==> src/rtl/core/sthc_pkg.sv <==
// ----------------------------------------------------------------------------
// sthc_pkg: shared definitions for the heat-map color block
// Widths, configuration register indexes, color band codes and the record
// that travels through the divider stages.
// ----------------------------------------------------------------------------
`default_nettype none

package sthc_pkg;

    localparam int VALUE_WIDTH = 24;
    localparam int COLOR_WIDTH = 8;
    localparam int STEP_WIDTH  = 23;

    localparam int CFG_DATA_WIDTH  = (VALUE_WIDTH > STEP_WIDTH) ? VALUE_WIDTH : STEP_WIDTH;
    localparam int CFG_INDEX_WIDTH = 1;

    // Signed width that holds both sample minus minimum and four band steps.
    localparam int CMP_WIDTH = (VALUE_WIDTH + 1 > STEP_WIDTH + 3) ?
                               VALUE_WIDTH + 1 : STEP_WIDTH + 3;
    // Width of the dividend offset times full-scale color.
    localparam int NUM_WIDTH = STEP_WIDTH + COLOR_WIDTH;

    // Stages ahead of the divider, then one divider stage per quotient bit,
    // then the color output stage.
    localparam int FRONT_STAGES = 3;
    localparam int PIPE_STAGES  = FRONT_STAGES + COLOR_WIDTH + 1;

    localparam logic [STEP_WIDTH-1:0] BAND_STEP_RESET = STEP_WIDTH'(4096);

    typedef logic [COLOR_WIDTH-1:0] color_t;
    localparam color_t COLOR_MAX = '1;

    typedef enum logic [CFG_INDEX_WIDTH-1:0] {
        CFG_RANGE_MIN = 1'b0,
        CFG_BAND_STEP = 1'b1
    } cfg_index_t;

    typedef enum logic [1:0] {
        BAND_BLUE   = 2'd0,
        BAND_GREEN  = 2'd1,
        BAND_YELLOW = 2'd2,
        BAND_RED    = 2'd3
    } band_t;

    typedef struct packed {
        logic [NUM_WIDTH-1:0]  rem;
        color_t                quo;
        logic [STEP_WIDTH-1:0] step;
        band_t                 band;
        logic                  full;
        logic                  oor;
    } div_t;

endpackage

`default_nettype wire

==> src/rtl/core/scalar_to_heatmap_color.sv <==
// ----------------------------------------------------------------------------
// scalar_to_heatmap_color: four-band heat-map colormap
// Maps one signed Q12.12 sample per word to an RGB color on a black, blue,
// green, yellow, red ramp, with saturation and an out-of-range flag.
// ----------------------------------------------------------------------------
//
//   Channel   Ports                                   Word
//   --------  --------------------------------------  -------------------------
//   input     s_valid / s_ready                       s_sample_value
//   output    m_valid / m_ready                       m_red_level, m_green_level,
//                                                     m_blue_level, m_out_of_range
//   config    cfg_wr_en, cfg_index, cfg_wr_data       range_min, band_step
//
// One word can enter every clock unless an output stall has backed up to
// the input. The pipeline has three front stages, one restoring-divider
// stage per quotient bit of the band fraction, and the output register.
// Reset (aresetn low, synchronous) empties the pipeline and loads range_min
// to zero and band_step to 4096 (1.0). Every stage holds its word while the
// stage after it is full and stalled, so bubbles are squeezed out and s_ready
// stays high as long as any stage downstream has room.
// ----------------------------------------------------------------------------
`default_nettype none

module scalar_to_heatmap_color
    import sthc_pkg::*;
(
    input  wire logic                       aclk,
    input  wire logic                       aresetn,

    input  wire logic                       cfg_wr_en,
    input  wire logic [CFG_INDEX_WIDTH-1:0] cfg_index,
    input  wire logic [CFG_DATA_WIDTH-1:0]  cfg_wr_data,

    input  wire logic                       s_valid,
    output logic                            s_ready,
    input  wire logic [VALUE_WIDTH-1:0]     s_sample_value,

    output logic                            m_valid,
    input  wire logic                       m_ready,
    output logic [COLOR_WIDTH-1:0]          m_red_level,
    output logic [COLOR_WIDTH-1:0]          m_green_level,
    output logic [COLOR_WIDTH-1:0]          m_blue_level,
    output logic                            m_out_of_range
);

    // ------------------------------------------------------------------
    // Configuration registers.
    // ------------------------------------------------------------------
    logic [VALUE_WIDTH-1:0] range_min_reg;
    logic [STEP_WIDTH-1:0]  band_step_reg;

    always_ff @(posedge aclk) begin
        if (!aresetn) begin
            range_min_reg <= '0;
            band_step_reg <= BAND_STEP_RESET;
        end else if (cfg_wr_en) begin
            unique case (cfg_index_t'(cfg_index))
                CFG_RANGE_MIN: range_min_reg <= cfg_wr_data[VALUE_WIDTH-1:0];
                CFG_BAND_STEP: band_step_reg <= cfg_wr_data[STEP_WIDTH-1:0];
                default:       ;
            endcase
        end
    end

    // ------------------------------------------------------------------
    // Pipeline flow control. A stage loads when it is empty or when the
    // stage after it loads, so a stall only backs up as far as the first
    // bubble.
    // ------------------------------------------------------------------
    logic [PIPE_STAGES-1:0] valid_reg;
    logic [PIPE_STAGES-1:0] load;

    always_comb begin
        load[PIPE_STAGES-1] = !valid_reg[PIPE_STAGES-1] || m_ready;
        for (int i = PIPE_STAGES - 2; i >= 0; i--) begin
            load[i] = !valid_reg[i] || load[i+1];
        end
    end

    always_ff @(posedge aclk) begin
        if (!aresetn) begin
            valid_reg <= '0;
        end else begin
            if (load[0]) begin
                valid_reg[0] <= s_valid;
            end
            for (int i = 1; i < PIPE_STAGES; i++) begin
                if (load[i]) begin
                    valid_reg[i] <= valid_reg[i-1];
                end
            end
        end
    end

    assign s_ready = load[0];
    assign m_valid = valid_reg[PIPE_STAGES-1];

    // ------------------------------------------------------------------
    // Stage 1: offset from the scale minimum, effective step (a zero step
    // counts as one) and three steps.
    // ------------------------------------------------------------------
    logic signed [CMP_WIDTH-1:0]  diff_next;
    logic [STEP_WIDTH-1:0]        step_next;
    logic [STEP_WIDTH+1:0]        step3_next;
    logic signed [CMP_WIDTH-1:0]  diff_reg;
    logic [STEP_WIDTH-1:0]        step_reg;
    logic [STEP_WIDTH+1:0]        step3_reg;

    always_comb begin
        diff_next = $signed({{(CMP_WIDTH-VALUE_WIDTH){s_sample_value[VALUE_WIDTH-1]}},
                             s_sample_value})
                  - $signed({{(CMP_WIDTH-VALUE_WIDTH){range_min_reg[VALUE_WIDTH-1]}},
                             range_min_reg});
        step_next  = (band_step_reg == '0) ? STEP_WIDTH'(1) : band_step_reg;
        step3_next = {2'b00, step_next} + {1'b0, step_next, 1'b0};
    end

    always_ff @(posedge aclk) begin
        if (load[0]) begin
            diff_reg  <= diff_next;
            step_reg  <= step_next;
            step3_reg <= step3_next;
        end
    end

    // ------------------------------------------------------------------
    // Stage 2: band select, offset inside the band, saturation flags.
    // A negative offset is forced to the band start; at or past four steps
    // the fraction is forced to full scale.
    // ------------------------------------------------------------------
    logic signed [CMP_WIDTH-1:0] step1_s;
    logic signed [CMP_WIDTH-1:0] step2_s;
    logic signed [CMP_WIDTH-1:0] step3_s;
    logic signed [CMP_WIDTH-1:0] step4_s;
    logic signed [CMP_WIDTH-1:0] base_s;
    logic signed [CMP_WIDTH-1:0] offs_s;
    logic                        neg;
    logic                        ge4;
    band_t                       band_next;
    logic [STEP_WIDTH-1:0]       offs_next;
    logic                        full_next;
    logic                        oor_next;

    band_t                       band2_reg;
    logic [STEP_WIDTH-1:0]       offs2_reg;
    logic [STEP_WIDTH-1:0]       step2_reg;
    logic                        full2_reg;
    logic                        oor2_reg;

    always_comb begin
        step1_s = $signed({{(CMP_WIDTH-STEP_WIDTH){1'b0}}, step_reg});
        step2_s = $signed({{(CMP_WIDTH-STEP_WIDTH-1){1'b0}}, step_reg, 1'b0});
        step3_s = $signed({{(CMP_WIDTH-STEP_WIDTH-2){1'b0}}, step3_reg});
        step4_s = $signed({{(CMP_WIDTH-STEP_WIDTH-2){1'b0}}, step_reg, 2'b00});
        neg     = diff_reg[CMP_WIDTH-1];
        ge4     = diff_reg >= step4_s;

        priority if (diff_reg < step1_s) begin
            band_next = BAND_BLUE;
            base_s    = '0;
        end else if (diff_reg < step2_s) begin
            band_next = BAND_GREEN;
            base_s    = step1_s;
        end else if (diff_reg < step3_s) begin
            band_next = BAND_YELLOW;
            base_s    = step2_s;
        end else begin
            band_next = BAND_RED;
            base_s    = step3_s;
        end

        offs_s    = diff_reg - base_s;
        offs_next = neg ? '0 : offs_s[STEP_WIDTH-1:0];
        full_next = ge4;
        oor_next  = neg || (ge4 && (diff_reg != step4_s));
    end

    always_ff @(posedge aclk) begin
        if (load[1]) begin
            band2_reg <= band_next;
            offs2_reg <= offs_next;
            step2_reg <= step_reg;
            full2_reg <= full_next;
            oor2_reg  <= oor_next;
        end
    end

    // ------------------------------------------------------------------
    // Stage 3: dividend = offset * full-scale color, as a shift and subtract.
    // This feeds the head of the divider chain.
    // ------------------------------------------------------------------
    div_t div_pipe_reg [0:COLOR_WIDTH];
    div_t div_head_next;

    always_comb begin
        div_head_next.rem  = {offs2_reg, {COLOR_WIDTH{1'b0}}}
                           - {{COLOR_WIDTH{1'b0}}, offs2_reg};
        div_head_next.quo  = '0;
        div_head_next.step = step2_reg;
        div_head_next.band = band2_reg;
        div_head_next.full = full2_reg;
        div_head_next.oor  = oor2_reg;
    end

    always_ff @(posedge aclk) begin
        if (load[2]) begin
            div_pipe_reg[0] <= div_head_next;
        end
    end

    // ------------------------------------------------------------------
    // Restoring divider, one quotient bit per stage, most significant first.
    // Below four steps, dividend < step * 2^COLOR_WIDTH and the quotient fits.
    // ------------------------------------------------------------------
    for (genvar j = 0; j < COLOR_WIDTH; j++) begin : g_div
        localparam int QBIT = COLOR_WIDTH - 1 - j;

        div_t                 stage_next;
        logic [NUM_WIDTH-1:0] divisor;
        logic [NUM_WIDTH:0]   trial;

        always_comb begin
            stage_next = div_pipe_reg[j];
            divisor    = {{COLOR_WIDTH{1'b0}}, div_pipe_reg[j].step} << QBIT;
            trial      = {1'b0, div_pipe_reg[j].rem} - {1'b0, divisor};
            if (!trial[NUM_WIDTH]) begin
                stage_next.rem       = trial[NUM_WIDTH-1:0];
                stage_next.quo[QBIT] = 1'b1;
            end
        end

        always_ff @(posedge aclk) begin
            if (load[FRONT_STAGES+j]) begin
                div_pipe_reg[j+1] <= stage_next;
            end
        end
    end

    // ------------------------------------------------------------------
    // Output stage: the fraction drives the ramping channel of the band.
    // ------------------------------------------------------------------
    color_t frac;
    color_t red_next;
    color_t green_next;
    color_t blue_next;
    color_t red_reg;
    color_t green_reg;
    color_t blue_reg;
    logic   oor_reg;

    always_comb begin
        frac = div_pipe_reg[COLOR_WIDTH].full ? COLOR_MAX : div_pipe_reg[COLOR_WIDTH].quo;
        unique case (div_pipe_reg[COLOR_WIDTH].band)
            BAND_BLUE: begin
                red_next   = '0;
                green_next = '0;
                blue_next  = frac;
            end
            BAND_GREEN: begin
                red_next   = '0;
                green_next = frac;
                blue_next  = COLOR_MAX - frac;
            end
            BAND_YELLOW: begin
                red_next   = frac;
                green_next = COLOR_MAX;
                blue_next  = '0;
            end
            BAND_RED: begin
                red_next   = COLOR_MAX;
                green_next = COLOR_MAX - frac;
                blue_next  = '0;
            end
            default: begin
                red_next   = '0;
                green_next = '0;
                blue_next  = '0;
            end
        endcase
    end

    always_ff @(posedge aclk) begin
        if (load[PIPE_STAGES-1]) begin
            red_reg   <= red_next;
            green_reg <= green_next;
            blue_reg  <= blue_next;
            oor_reg   <= div_pipe_reg[COLOR_WIDTH].oor;
        end
    end

    assign m_red_level    = red_reg;
    assign m_green_level  = green_reg;
    assign m_blue_level   = blue_reg;
    assign m_out_of_range = oor_reg;

endmodule

`default_nettype wire
==> config.mk <==
export PLATFORM = sky130hd
export DESIGN_NAME = scalar_to_heatmap_color
export DESIGN_NICKNAME = d
export VERILOG_FILES = /design/src/rtl/core/sthc_pkg.sv /design/src/rtl/core/scalar_to_heatmap_color.sv
export SDC_FILE = /design/constraint.sdc
export NUM_CORES = 1
export LEC_CHECK = 0
export BUFFER_PORTS_ARGS = -buffer_cell sky130_fd_sc_hd__clkbuf_2
export CAP_MARGIN = 10
export CORE_AREA = 2 2 261 289
export DETAILED_ROUTE_END_ITERATION = 8
export DIE_AREA = 0 0 263 291
export MAX_ROUTING_LAYER = met4
export PLACE_DENSITY = 0.81
export SLEW_MARGIN = 40
export SYNTH_ARGS = -nofsm -noshare
export SYNTH_HDL_FRONTEND = slang
export SYNTH_SLANG_ARGS = --single-unit
==> constraint.sdc <==
create_clock -name aclk -period 12.95 [get_ports aclk]
set_input_delay 2.59 -clock aclk [delete_from_list [all_inputs] [get_ports aclk]]
set_output_delay 2.59 -clock aclk [all_outputs]
set_load 0.01 [all_outputs]
==> results of run 1 <==
-- final cells by class --
| class | count | area (sq um) | area share |
|---|---|---|---|
| flip-flops and latches | 710 | 20700 | 0.466 |
| multi-input cells | 2532 | 17900 | 0.402 |
| clock buffers | 95 | 2000 | 0.0451 |
| inverters | 376 | 1420 | 0.0319 |
| well taps | 963 | 1200 | 0.0271 |
| clock inverters | 45 | 659 | 0.0148 |
| repair buffers | 101 | 572 | 0.0129 |
-- critical path, stage by stage --
cell      delay (ns)
clkbuf_2        0.08
nor2b_1         0.27
inv_2           0.31
nor2_1          0.33
and2_1          0.29
and3_1          0.25
and2_1          0.30
and3_1          0.42
nand2_8         0.34
clkbuf_2        0.26
-- power by group through the flow --
stage          combinational, uW  clock, uW  sequential (uW)
2_1_floorplan               3560          0             3750
3_3_place_gp                4270          0             3850
3_5_place_dp                4440          0             3870
4_1_cts                     4490       2320             3830
5_1_grt                     5070       2400             3900
6_report                    4540       2280             3830
-- kinds of logic (layout without fill, tap and decap cells) --
kind of cell | after synthesis | after routing | share of synthesized area
adder cells (fa/ha/maj) | 368 | 368 | 0.116
XOR/XNOR | 222 | 222 | 0.0483
multiplexers | 54 | 54 | 0.0149
AND/OR/NAND/NOR | 927 | 927 | 0.107
buffers and inverters | 466 | 617 | 0.0438
AO/OA/AOI/OAI | 961 | 961 | 0.155
flip-flops | 710 | 710 | 0.515
-- routing by layer --
| metal | track usage | share of wire | wire length (um) | vias up |
|---|---|---|---|---|
| met5 | - | 0 | 0 | - |
| met4 | 0.0939 | 0.043 | 3230 | 0 |
| met3 | 0.0266 | 0.031 | 2330 | 235 |
| met2 | 0.389 | 0.54 | 41000 | 580 |
| met1 | 0.206 | 0.39 | 29300 | 12900 |
| li1 | - | - | - | 13600 |
-- synthesized netlist by cell type (13+ instances only) --
cell | number | area share
a211o_1 | 37 | 0.0080
o21bai_1 | 22 | 0.0041
and2_1 | 13 | 0.0020
nor2_1 | 256 | 0.024
inv_1 | 375 | 0.035
a211oi_1 | 30 | 0.0056
a31oi_1 | 19 | 0.0030
a21oi_1 | 269 | 0.033
dfxtp_1 | 59 | 0.029
o31ai_1 | 22 | 0.0041
buf_2 | 13 | 0.0016
o211ai_1 | 18 | 0.0034
o21a_1 | 67 | 0.012
and3_1 | 25 | 0.0039
xor2_1 | 76 | 0.017
nand4_1 | 30 | 0.0047
clkbuf_1 | 75 | 0.0070
ha_1 | 358 | 0.11
nand2_1 | 317 | 0.030
edfxtp_1 | 651 | 0.49
xnor2_1 | 146 | 0.032
a21boi_0 | 51 | 0.0095
nor3_1 | 47 | 0.0058
mux2_2 | 47 | 0.013
nand2b_1 | 45 | 0.0070
nor2b_1 | 60 | 0.0093
a21o_1 | 98 | 0.018
or3_1 | 19 | 0.0030
o21ai_0 | 218 | 0.027
nor4_1 | 14 | 0.0022
nand3_1 | 55 | 0.0068
-- layout by cell type (no fill, tap or decap), types with 22 or more instances in the layout --
cell type    n
nand2_1    312
nor3_1      47
a21boi_0    51
a21oi_1    268
nand3_1     55
nand2b_1    44
a211oi_1    29
o21ai_0    217
nor2b_1     60
xor2_1      76
nor2_1     256
a211o_1     37
o21bai_1    22
o31ai_1     22
nand4_1     30
mux2_2      47
clkbuf_2    79
and3_1      25
ha_1       358
a21o_1      98
clkbuf_16   76
o21a_1      67
dfxtp_1     59
xnor2_1    146
inv_1      368
edfxtp_1   651
-- metrics by stage --
| stage | setup WS, ns | cells | util | hold slack [ns] |
|---|---|---|---|---|
| finish | 4.89 | 4822 | 0.602 | 0.395 |
| global route | 4.58 | 4822 | 0.602 | 0.402 |
| CTS | 4.68 | 4821 | 0.601 | 0.391 |
| detailed placement | 4.71 | 4681 | 0.565 | 0.405 |
| global placement | 4.60 | 4680 | 0.565 | 0.400 |
| floorplan | 4.59 | 3708 | - | 0.400 |
-- path summary, 6_finish.rpt --
| kind | from | to | slack [ns] | cells past startpoint |
|---|---|---|---|---|
| max reg2reg | step_reg[1] | offs2_reg[22] | 6.65 | 20 |
| min | div_pipe_reg[0][199] | div_pipe_reg[0][265] | 0.39 | 0 |
| max | m_ready | s_ready | 4.89 | 10 |
| min reg2reg | div_pipe_reg[0][199] | div_pipe_reg[0][265] | 0.39 | 0 |
==> results.ini, run 1 <==
[run_status]
status = finished clean

[timing]
fin_setup_tns_ns = 0
rsz0062_at_grt = false
period_needed_ns = 8.06
max_slew_margin = 0.425
finalHoldViolations = 0
setup_viol = 0
worstMarginPinSlew_ns = 0.841
clock.fmax_ghz = 0.124
fin_crit_sh = 0.622
fin_worst_skew_ns = 0.0243
drv_slew = 0

[synthesis]
synth-seq-area-share = 0.515
syn_nets = 4130
yosys_warnings = 0
ys_ff_latch = 710
syn_inst = 3708
avgSynthCellArea_sq_um = 10.9
synth.distinct_cells = 91
synth-async-reset-ratio = 0
syn-cell-area_sq_mm = 0.0403
synth-edff-count = 651
synthFlopType = edfxtp_1

[routing]
drt_first_pass_iters = 9
dr.first_iter.drc_count = 1561
drt-total-wl_um = 75800
avgRoutedWirePerCell_um = 15.7
drc_errors = 0
postRouteAntennaNets = 0
vias = 27300
vias_per_cell = 5.66

[finish]
drive_above_1_share = 0.0819
largest_reg_flops = 504
layout.nets = 4218
fin_area_sq_mm = 0.0444
n_antenna_cell = 0
fill_cells = 5740
area_delta_synth_final_pct = 10.4

[power_and_ir_drop]
p_sw_uw = 3760
p_per_area_mw_per_mm2 = 239
swShare = 0.354
vdd_drop_max_v = 0.000114
pwr-share-seq = 0.360
comb_power_share = 0.426
leakage_uw = 0.0177
power_uw = 10600
p_int_uw = 6880
pwr-share-clk = 0.214

[clock_network]
cts.path.max_buffers = 3
cts_max_level = 3
clock-sinks = 710
post_cts.resized_instances = 0
post_cts_buffers = 0
hold_buffers = 0
cts_root_buffer = clkbuf_16
clkLatencyLatePin_ns = 0.64
cts_tree = done
clk_pin_slew_ns = 0.06
numCtsBuffers = 75

[flow_run]
maxCapViolations = 0

[floorplanning]
initial_core_util = 0.545
coreArea_sq_mm = 0.0738
die_height_um = 291
die-area_sq_mm = 0.0765
fp.dieW_um = 263
rows = 105
io_pins = 81

[global_route]
grt_max_degree = 74
overflow = 0
grt_pass1_wl_um = 127000
grt_pass1_vias = 27700
antenna_found_initial = 0
gr-usage-all-layers = 0.204

[place]
hpwl_um = 57000
gp_congestion = 0.970
dpl_cell_area_sq_mm = 0.0417
io_buffer_count = 80

[setup_path]
cp.arrival_ns = 5.47
crit_path_end_kind = output port
critPathMaxFanout = 73
path_class = primary input to output port
cp-start-kind = primary input
worstPathRequired_ns = 10.36

[worst_hold_path]
min_path_type = register to register

Power figures use the tool's default switching activity.
==> run 2: changes to the inputs <==
Clock period 12.95 ns to 7.8 ns, I/O delays scaled along.
==> results.ini, run 2 (synthesis gave the netlist of run 1 again) <==
[finish]
largest_reg_flops = 504  ; unchanged
final_common_cell = edfxtp_1  ; unchanged
layout.nets = 4229  ; was 4218
area_delta_synth_final_pct = 10.8  ; was 10.4%
n_antenna_cell = 0  ; unchanged
fin_area_sq_mm = 0.0446  ; was 0.0444 sq mm
fin_util = 0.604  ; was 0.602
layout_common_cells = edfxtp_1 (651), inv_1 (368), ha_1 (358), nand2_1 (312), a21oi_1 (268)  ; unchanged
drive_above_1_share = 0.0865  ; was 0.0819

[power_and_ir_drop]
comb_power_share = 0.424  ; was 0.426
p_per_area_mw_per_mm2 = 400  ; was 239 mW/mm^2
pwr-share-seq = 0.358  ; was 0.360
p_sw_uw = 6360  ; was 3760 uW
swShare = 0.357  ; was 0.354
p_int_uw = 11500  ; was 6880 uW
vdd_drop_max_v = 0.000178  ; was 0.000114 V
pwr-share-clk = 0.218  ; was 0.214
leakage_uw = 0.0178  ; was 0.0177 uW

[timing]
timing.final.ws_setup_ns = 1.77  ; was 4.89 ns
rsz0062_at_grt = false  ; unchanged
clock.fmax_ghz = 0.166
timing.hold.ws_ns = 0.402  ; was 0.395 ns
max_slew_margin = 0.456  ; was 0.425
fin_worst_skew_ns = 0.0204  ; was 0.0243 ns
drv_slew = 0  ; unchanged
fin_crit_sh = 0.773
setup_viol = 0  ; unchanged
period_needed_ns = 6.03
worstMarginPinSlew_ns = 0.814  ; was 0.841 ns
fin_setup_tns_ns = 0  ; unchanged
finalHoldViolations = 0  ; unchanged

[setup_path]
r2r-start = step_reg[1]  ; unchanged
path_class = register to register  ; was primary input to output port
crit_path_end_kind = register  ; was output port
rr_endpoint = offs2_reg[22]  ; unchanged
critPathMaxFanout = 4  ; was 73
cp.arrival_ns = 6.49  ; was 5.47 ns
startpoint = step_reg[1]  ; was m_ready
rr_worst_depth = 21  ; was 20
worstPathRequired_ns = 8.26  ; was 10.36 ns
cp-start-kind = register  ; was primary input
rrSetupSlack_ns = 1.77  ; was 6.65 ns

[routing]
drt_first_pass_iters = 6  ; was 9
vias_per_cell = 5.63  ; was 5.66
dr.first_iter.drc_count = 1525  ; was 1561
avgRoutedWirePerCell_um = 16.3  ; was 15.7 um
postRouteAntennaNets = 0  ; unchanged
vias = 27200  ; was 27300
drt-total-wl_um = 78800  ; was 75800 um
drc_errors = 0  ; unchanged

[worst_hold_path]
min_to = div_pipe_reg[0][171]  ; was div_pipe_reg[0][265]
hold_depth = 0  ; unchanged
min_path_type = register to register  ; unchanged
min_from = div_pipe_reg[0][105]  ; was div_pipe_reg[0][199]

[clock_network]
clkLatencyLatePin_ns = 0.63  ; was 0.64 ns
post_cts_buffers = 0  ; unchanged
numCtsBuffers = 78  ; was 75
cts_tree = done  ; unchanged
hold_buffers = 0  ; unchanged
cts_max_level = 3  ; unchanged
clock-sinks = 710  ; unchanged
post_cts.resized_instances = 0  ; unchanged
cts.path.max_buffers = 3  ; unchanged
clk_pin_slew_ns = 0.06  ; about the same
cts_root_buffer = clkbuf_16  ; unchanged

[place]
pre_cts_ws_ns = 1.89  ; was 4.71 ns
hpwl_um = 59100  ; was 57000 um
dpl_cell_area_sq_mm = 0.0418  ; was 0.0417 sq mm
io_buffer_count = 80  ; unchanged
gp_congestion = 0.954  ; was 0.970

[global_route]
grt_pass1_vias = 28000  ; was 27700
antenna_found_initial = 0  ; unchanged
grt_max_degree = 73  ; was 74
grt_pass1_wl_um = 131000  ; was 127000 um
gr-usage-all-layers = 0.213  ; was 0.204
overflow = 0  ; unchanged

[floorplanning]
die-area_sq_mm = 0.0765  ; unchanged
initial_core_util = 0.545  ; unchanged
fp.dieW_um = 263  ; unchanged
rows = 105  ; unchanged
die_height_um = 291  ; unchanged
io_pins = 81  ; unchanged
coreArea_sq_mm = 0.0738  ; unchanged

[run_status]
status = finished clean  ; unchanged

[flow_run]
maxCapViolations = 0  ; unchanged

[run 2: changes by cell type in the layout (fill, tap and decap cells not counted), moves of 3 or more]
| cell | change |
|---|---|
| buf_4 | +7 |
| clkbuf_1 | -4 |
| clkinv_1 | -4 |
| clkinv_4 | +4 |
| clkinvlp_4 | +8 |
| inv_16 | +3 |
[run 2: worst max-delay path: stages (launching register included)]
cell	delay, ns
edfxtp_1	0.45
inv_1	0.14
ha_1	0.23
a2111oi_0	0.52
o21ai_0	0.30
o2111ai_1	0.50
a22oi_1	0.17
a21oi_1	0.55
and2_1	0.22
ha_1	0.16
inv_1	0.06
fa_1	0.40
a21oi_1	0.21
o2bb2ai_1	0.13
o41ai_1	0.32
buf_4	0.21
a21oi_1	0.08
a211o_1	0.33
a211oi_1	0.33
a21oi_1	0.13
xnor2_1	0.19
mux2i_1	0.21
[run 2: layer usage]
metal,part of all wire,GRT usage,vias to the layer above
met1,0.39,0.218,12900
li1,-,-,13600
met4,0.036,0.0877,0
met2,0.55,0.409,542
met5,0,-,-
met3,0.029,0.0236,198
[run 2: layout make-up]
cell class | count | area (sq um)
multi-input cells | 2532 | 17800
fillers | 5683 | 29200
inverters | 376 | 1410
clock buffers | 92 | 2020
flip-flops and latches | 710 | 20700
repair buffers | 109 | 644
clock inverters | 54 | 749
well taps | 963 | 1200
[run 2: worst max-delay path by stage]
stage / to / depth (start not counted) / slack [ns]
floorplan: s_ready / 8 / 1.50
global placement: offs2_reg[22] / 20 / 1.98
detailed placement: offs2_reg[22] / 20 / 1.89
CTS: offs2_reg[22] / 20 / 1.87
global route: offs2_reg[22] / 21 / 1.35
finish: offs2_reg[22] / 21 / 1.77
[run 2: per-stage QoR]
stage | power, uW | instances
after global placement | 13600 | 4687
final | 17800 | 4836
after detailed placement | 13800 | 4688
after CTS | 17800 | 4834
after global routing | 19100 | 4836
after floorplan | 12100 | 3708
[run 2: power groups by stage]
stage | Clock [uW] | Sequential [uW] | Combinational [uW]
after floorplan | 0 | 6220 | 5910
after global placement | 0 | 6390 | 7160
after detailed placement | 0 | 6440 | 7400
after CTS | 3970 | 6380 | 7500
after global routing | 4120 | 6500 | 8470
final | 3890 | 6380 | 7560
==> run 3: changes to the inputs <==
Clock period 7.8 ns to 6 ns, I/O delays scaled along.
==> results.ini, run 3 (synthesis gave the netlist of run 1 again) <==
[run_status]
status = finished clean  ; unchanged

[worst_hold_path]
min_path_type = register to register  ; unchanged
hold_depth = 0  ; unchanged
min_from = div_pipe_reg[0][103]  ; was div_pipe_reg[0][105]
min_to = div_pipe_reg[0][169]  ; was div_pipe_reg[0][171]

[finish]
fill_cells = 5798  ; was 5683
area_delta_synth_final_pct = 10.3  ; was 10.8%
regArea_sq_mm = 0.0207  ; unchanged
n_antenna_cell = 0  ; unchanged
multi_input_area_sq_mm = 0.0179  ; was 0.0178 sq mm
layout_common_cells = edfxtp_1 (651), inv_1 (369), ha_1 (358), nand2_1 (312), a21oi_1 (268)  ; was edfxtp_1 (651), inv_1 (368), ha_1 (358), nand2_1 (312), a21oi_1 (268)
final_common_cell = edfxtp_1  ; unchanged
drive_above_1_share = 0.0828  ; was 0.0865
largest_reg_flops = 504  ; unchanged
layout.nets = 4228  ; was 4229

[floorplanning]
initial_core_util = 0.545  ; unchanged
coreArea_sq_mm = 0.0738  ; unchanged
io_pins = 81  ; unchanged
fp.dieW_um = 263  ; unchanged
die_height_um = 291  ; unchanged
rows = 105  ; unchanged
die-area_sq_mm = 0.0765  ; unchanged

[place]
io_buffer_count = 80  ; unchanged
gp_congestion = 0.922  ; was 0.954
hpwl_um = 60000  ; was 59100 um

[flow_run]
maxCapViolations = 0  ; unchanged

[timing]
max_slew_margin = 0.391  ; was 0.456
rsz0062_at_grt = false  ; unchanged
setup_viol = 0  ; unchanged
fin_crit_sh = 0.914  ; was 0.773
worstMarginPinSlew_ns = 0.890  ; was 0.814 ns
drv_slew = 0  ; unchanged
fin_worst_skew_ns = 0.0196  ; was 0.0204 ns
finalHoldViolations = 0  ; unchanged
clock.fmax_ghz = 0.182  ; was 0.166 GHz
period_needed_ns = 5.49  ; was 6.03 ns
fin_setup_tns_ns = 0  ; unchanged

[routing]
postRouteAntennaNets = 0  ; unchanged
drt-total-wl_um = 79000  ; was 78800 um
avgRoutedWirePerCell_um = 16.4  ; was 16.3 um
drt_first_pass_iters = 6  ; unchanged
drc_errors = 0  ; unchanged
vias_per_cell = 5.62  ; was 5.63
vias = 27100  ; was 27200
dr.first_iter.drc_count = 1640  ; was 1525

[setup_path]
critPathMaxFanout = 5  ; was 4
rr_endpoint = offs2_reg[22]  ; unchanged
path_class = register to register  ; unchanged
rrSetupSlack_ns = 0.51  ; was 1.77 ns
r2r-start = diff_reg[2]  ; was step_reg[1]
max_stage_delay_ns = 0.57  ; was 0.55 ns
critical_path.most_common_cell = a21oi_1  ; unchanged
rr_worst_depth = 20  ; was 21
cp-start-kind = register  ; unchanged
startpoint = diff_reg[2]  ; was step_reg[1]
cp.arrival_ns = 5.85  ; was 6.49 ns
crit_slowest_cell = a2111oi_0  ; was a21oi_1
crit_chain = ha_1, a2111oi_0, o21ai_0, o2111ai_1, a22oi_1, a21oi_1, and2_1, ha_1, inv_1, fa_1, a21oi_1, o2bb2ai_1, o41ai_1, buf_4, a21oi_1, a211o_1, a211oi_1, a21oi_1, xnor2_1, mux2i_1  ; was inv_1, ha_1, a2111oi_0, o21ai_0, o2111ai_1, a22oi_1, a21oi_1, and2_1, ha_1, inv_1, fa_1, a21oi_1, o2bb2ai_1, o41ai_1, buf_4, a21oi_1, a211o_1, a211oi_1, a21oi_1, xnor2_1, mux2i_1
crit_path_end_kind = register  ; unchanged
worstPathRequired_ns = 6.36  ; was 8.26 ns

[clock_network]
post_cts_buffers = 0  ; unchanged
clkLatencyLatePin_ns = 0.62  ; was 0.63 ns
cts_max_level = 3  ; unchanged
numCtsBuffers = 76  ; was 78
cts.path.max_buffers = 3  ; unchanged
post_cts.resized_instances = 0  ; unchanged
clk_pin_slew_ns = 0.06  ; about the same
cts_root_buffer = clkbuf_16  ; unchanged
clock-sinks = 710  ; unchanged
cts_tree = done  ; unchanged
hold_buffers = 0  ; unchanged

[power_and_ir_drop]
power_uw = 22900  ; was 17800 uW
vdd_drop_max_v = 0.000270  ; was 0.000178 V
p_per_area_mw_per_mm2 = 516  ; was 400 mW/mm^2
leakage_uw = 0.0178  ; about the same

[global_route]
overflow = 0  ; unchanged
grt_max_degree = 66  ; was 73
antenna_found_initial = 0  ; unchanged
grt_pass1_wl_um = 131000  ; about the same
grt_pass1_vias = 27900  ; was 28000
gr-usage-all-layers = 0.213  ; about the same

## run 3: changes by cell type in the layout (fill, tap and decap cells not counted), sizes merged
cell / delta
buf: +1
clkbuf: +7
clkinvlp: -10
inv: -2
bufinv: -3
## run 3: power breakdown
group	internal (uW)	total [uW]	leakage, uW	switching [uW]
logic	4410	9860	0.00885	5450
registers	7480	8280	0.00766	802
clock network	2860	4770	0.00125	1910
total	14700	22900	0.0178	8160
## run 3: through the flow
| step | instances | util | setup slack [ns] | area (sq um) | hold WS, ns |
|---|---|---|---|---|---|
| after global routing | 4829 | 0.602 | 0.0344 | 44400 | 0.406 |
| after global placement | 4690 | 0.566 | 0.535 | 41800 | 0.402 |
| after CTS | 4828 | 0.601 | 0.424 | 44400 | 0.401 |
| after detailed placement | 4690 | 0.566 | 0.435 | 41800 | 0.405 |
| after floorplan | 3708 | - | 0.424 | 40300 | 0.400 |
| final | 4829 | 0.602 | 0.514 | 44400 | 0.404 |
## run 3: how the worst max path moves through the flow
stage | slack, ns | depth (start not counted) | endpoint
finish | 0.51 | 20 | offs2_reg[22]
floorplan | 0.42 | 8 | s_ready
global placement | 0.54 | 20 | offs2_reg[22]
global route | 0.03 | 20 | offs2_reg[22]
detailed placement | 0.44 | 20 | offs2_reg[22]
CTS | 0.42 | 20 | offs2_reg[22]
## run 3: cell type report
type | count | area share
inverter | 376 | 0.0319
timing repair buffer | 110 | 0.0143
clock buffer | 99 | 0.0461
tap | 963 | 0.0271
multi-input combinational | 2532 | 0.402
clock inverter | 39 | 0.0114
sequential | 710 | 0.467
## run 3: critical path: cells and delay by family, from the launching register on
kind	cells	cell delay, ns
multiplexers	1	0.09
buffers and inverters	2	0.25
AO/OA/AOI/OAI	12	3.17
XOR/XNOR	1	0.19
adder cells (fa/ha/maj)	3	0.88
AND/OR/NAND/NOR	1	0.18
flip-flops	1	0.48
## run 3: layer usage
layer	vias up	GRT usage	part of all wire
met5	-	-	0
met4	0	0.0987	0.045
met3	235	0.0275	0.029
met2	533	0.403	0.54
met1	12700	0.217	0.38
li1	13600	-	-
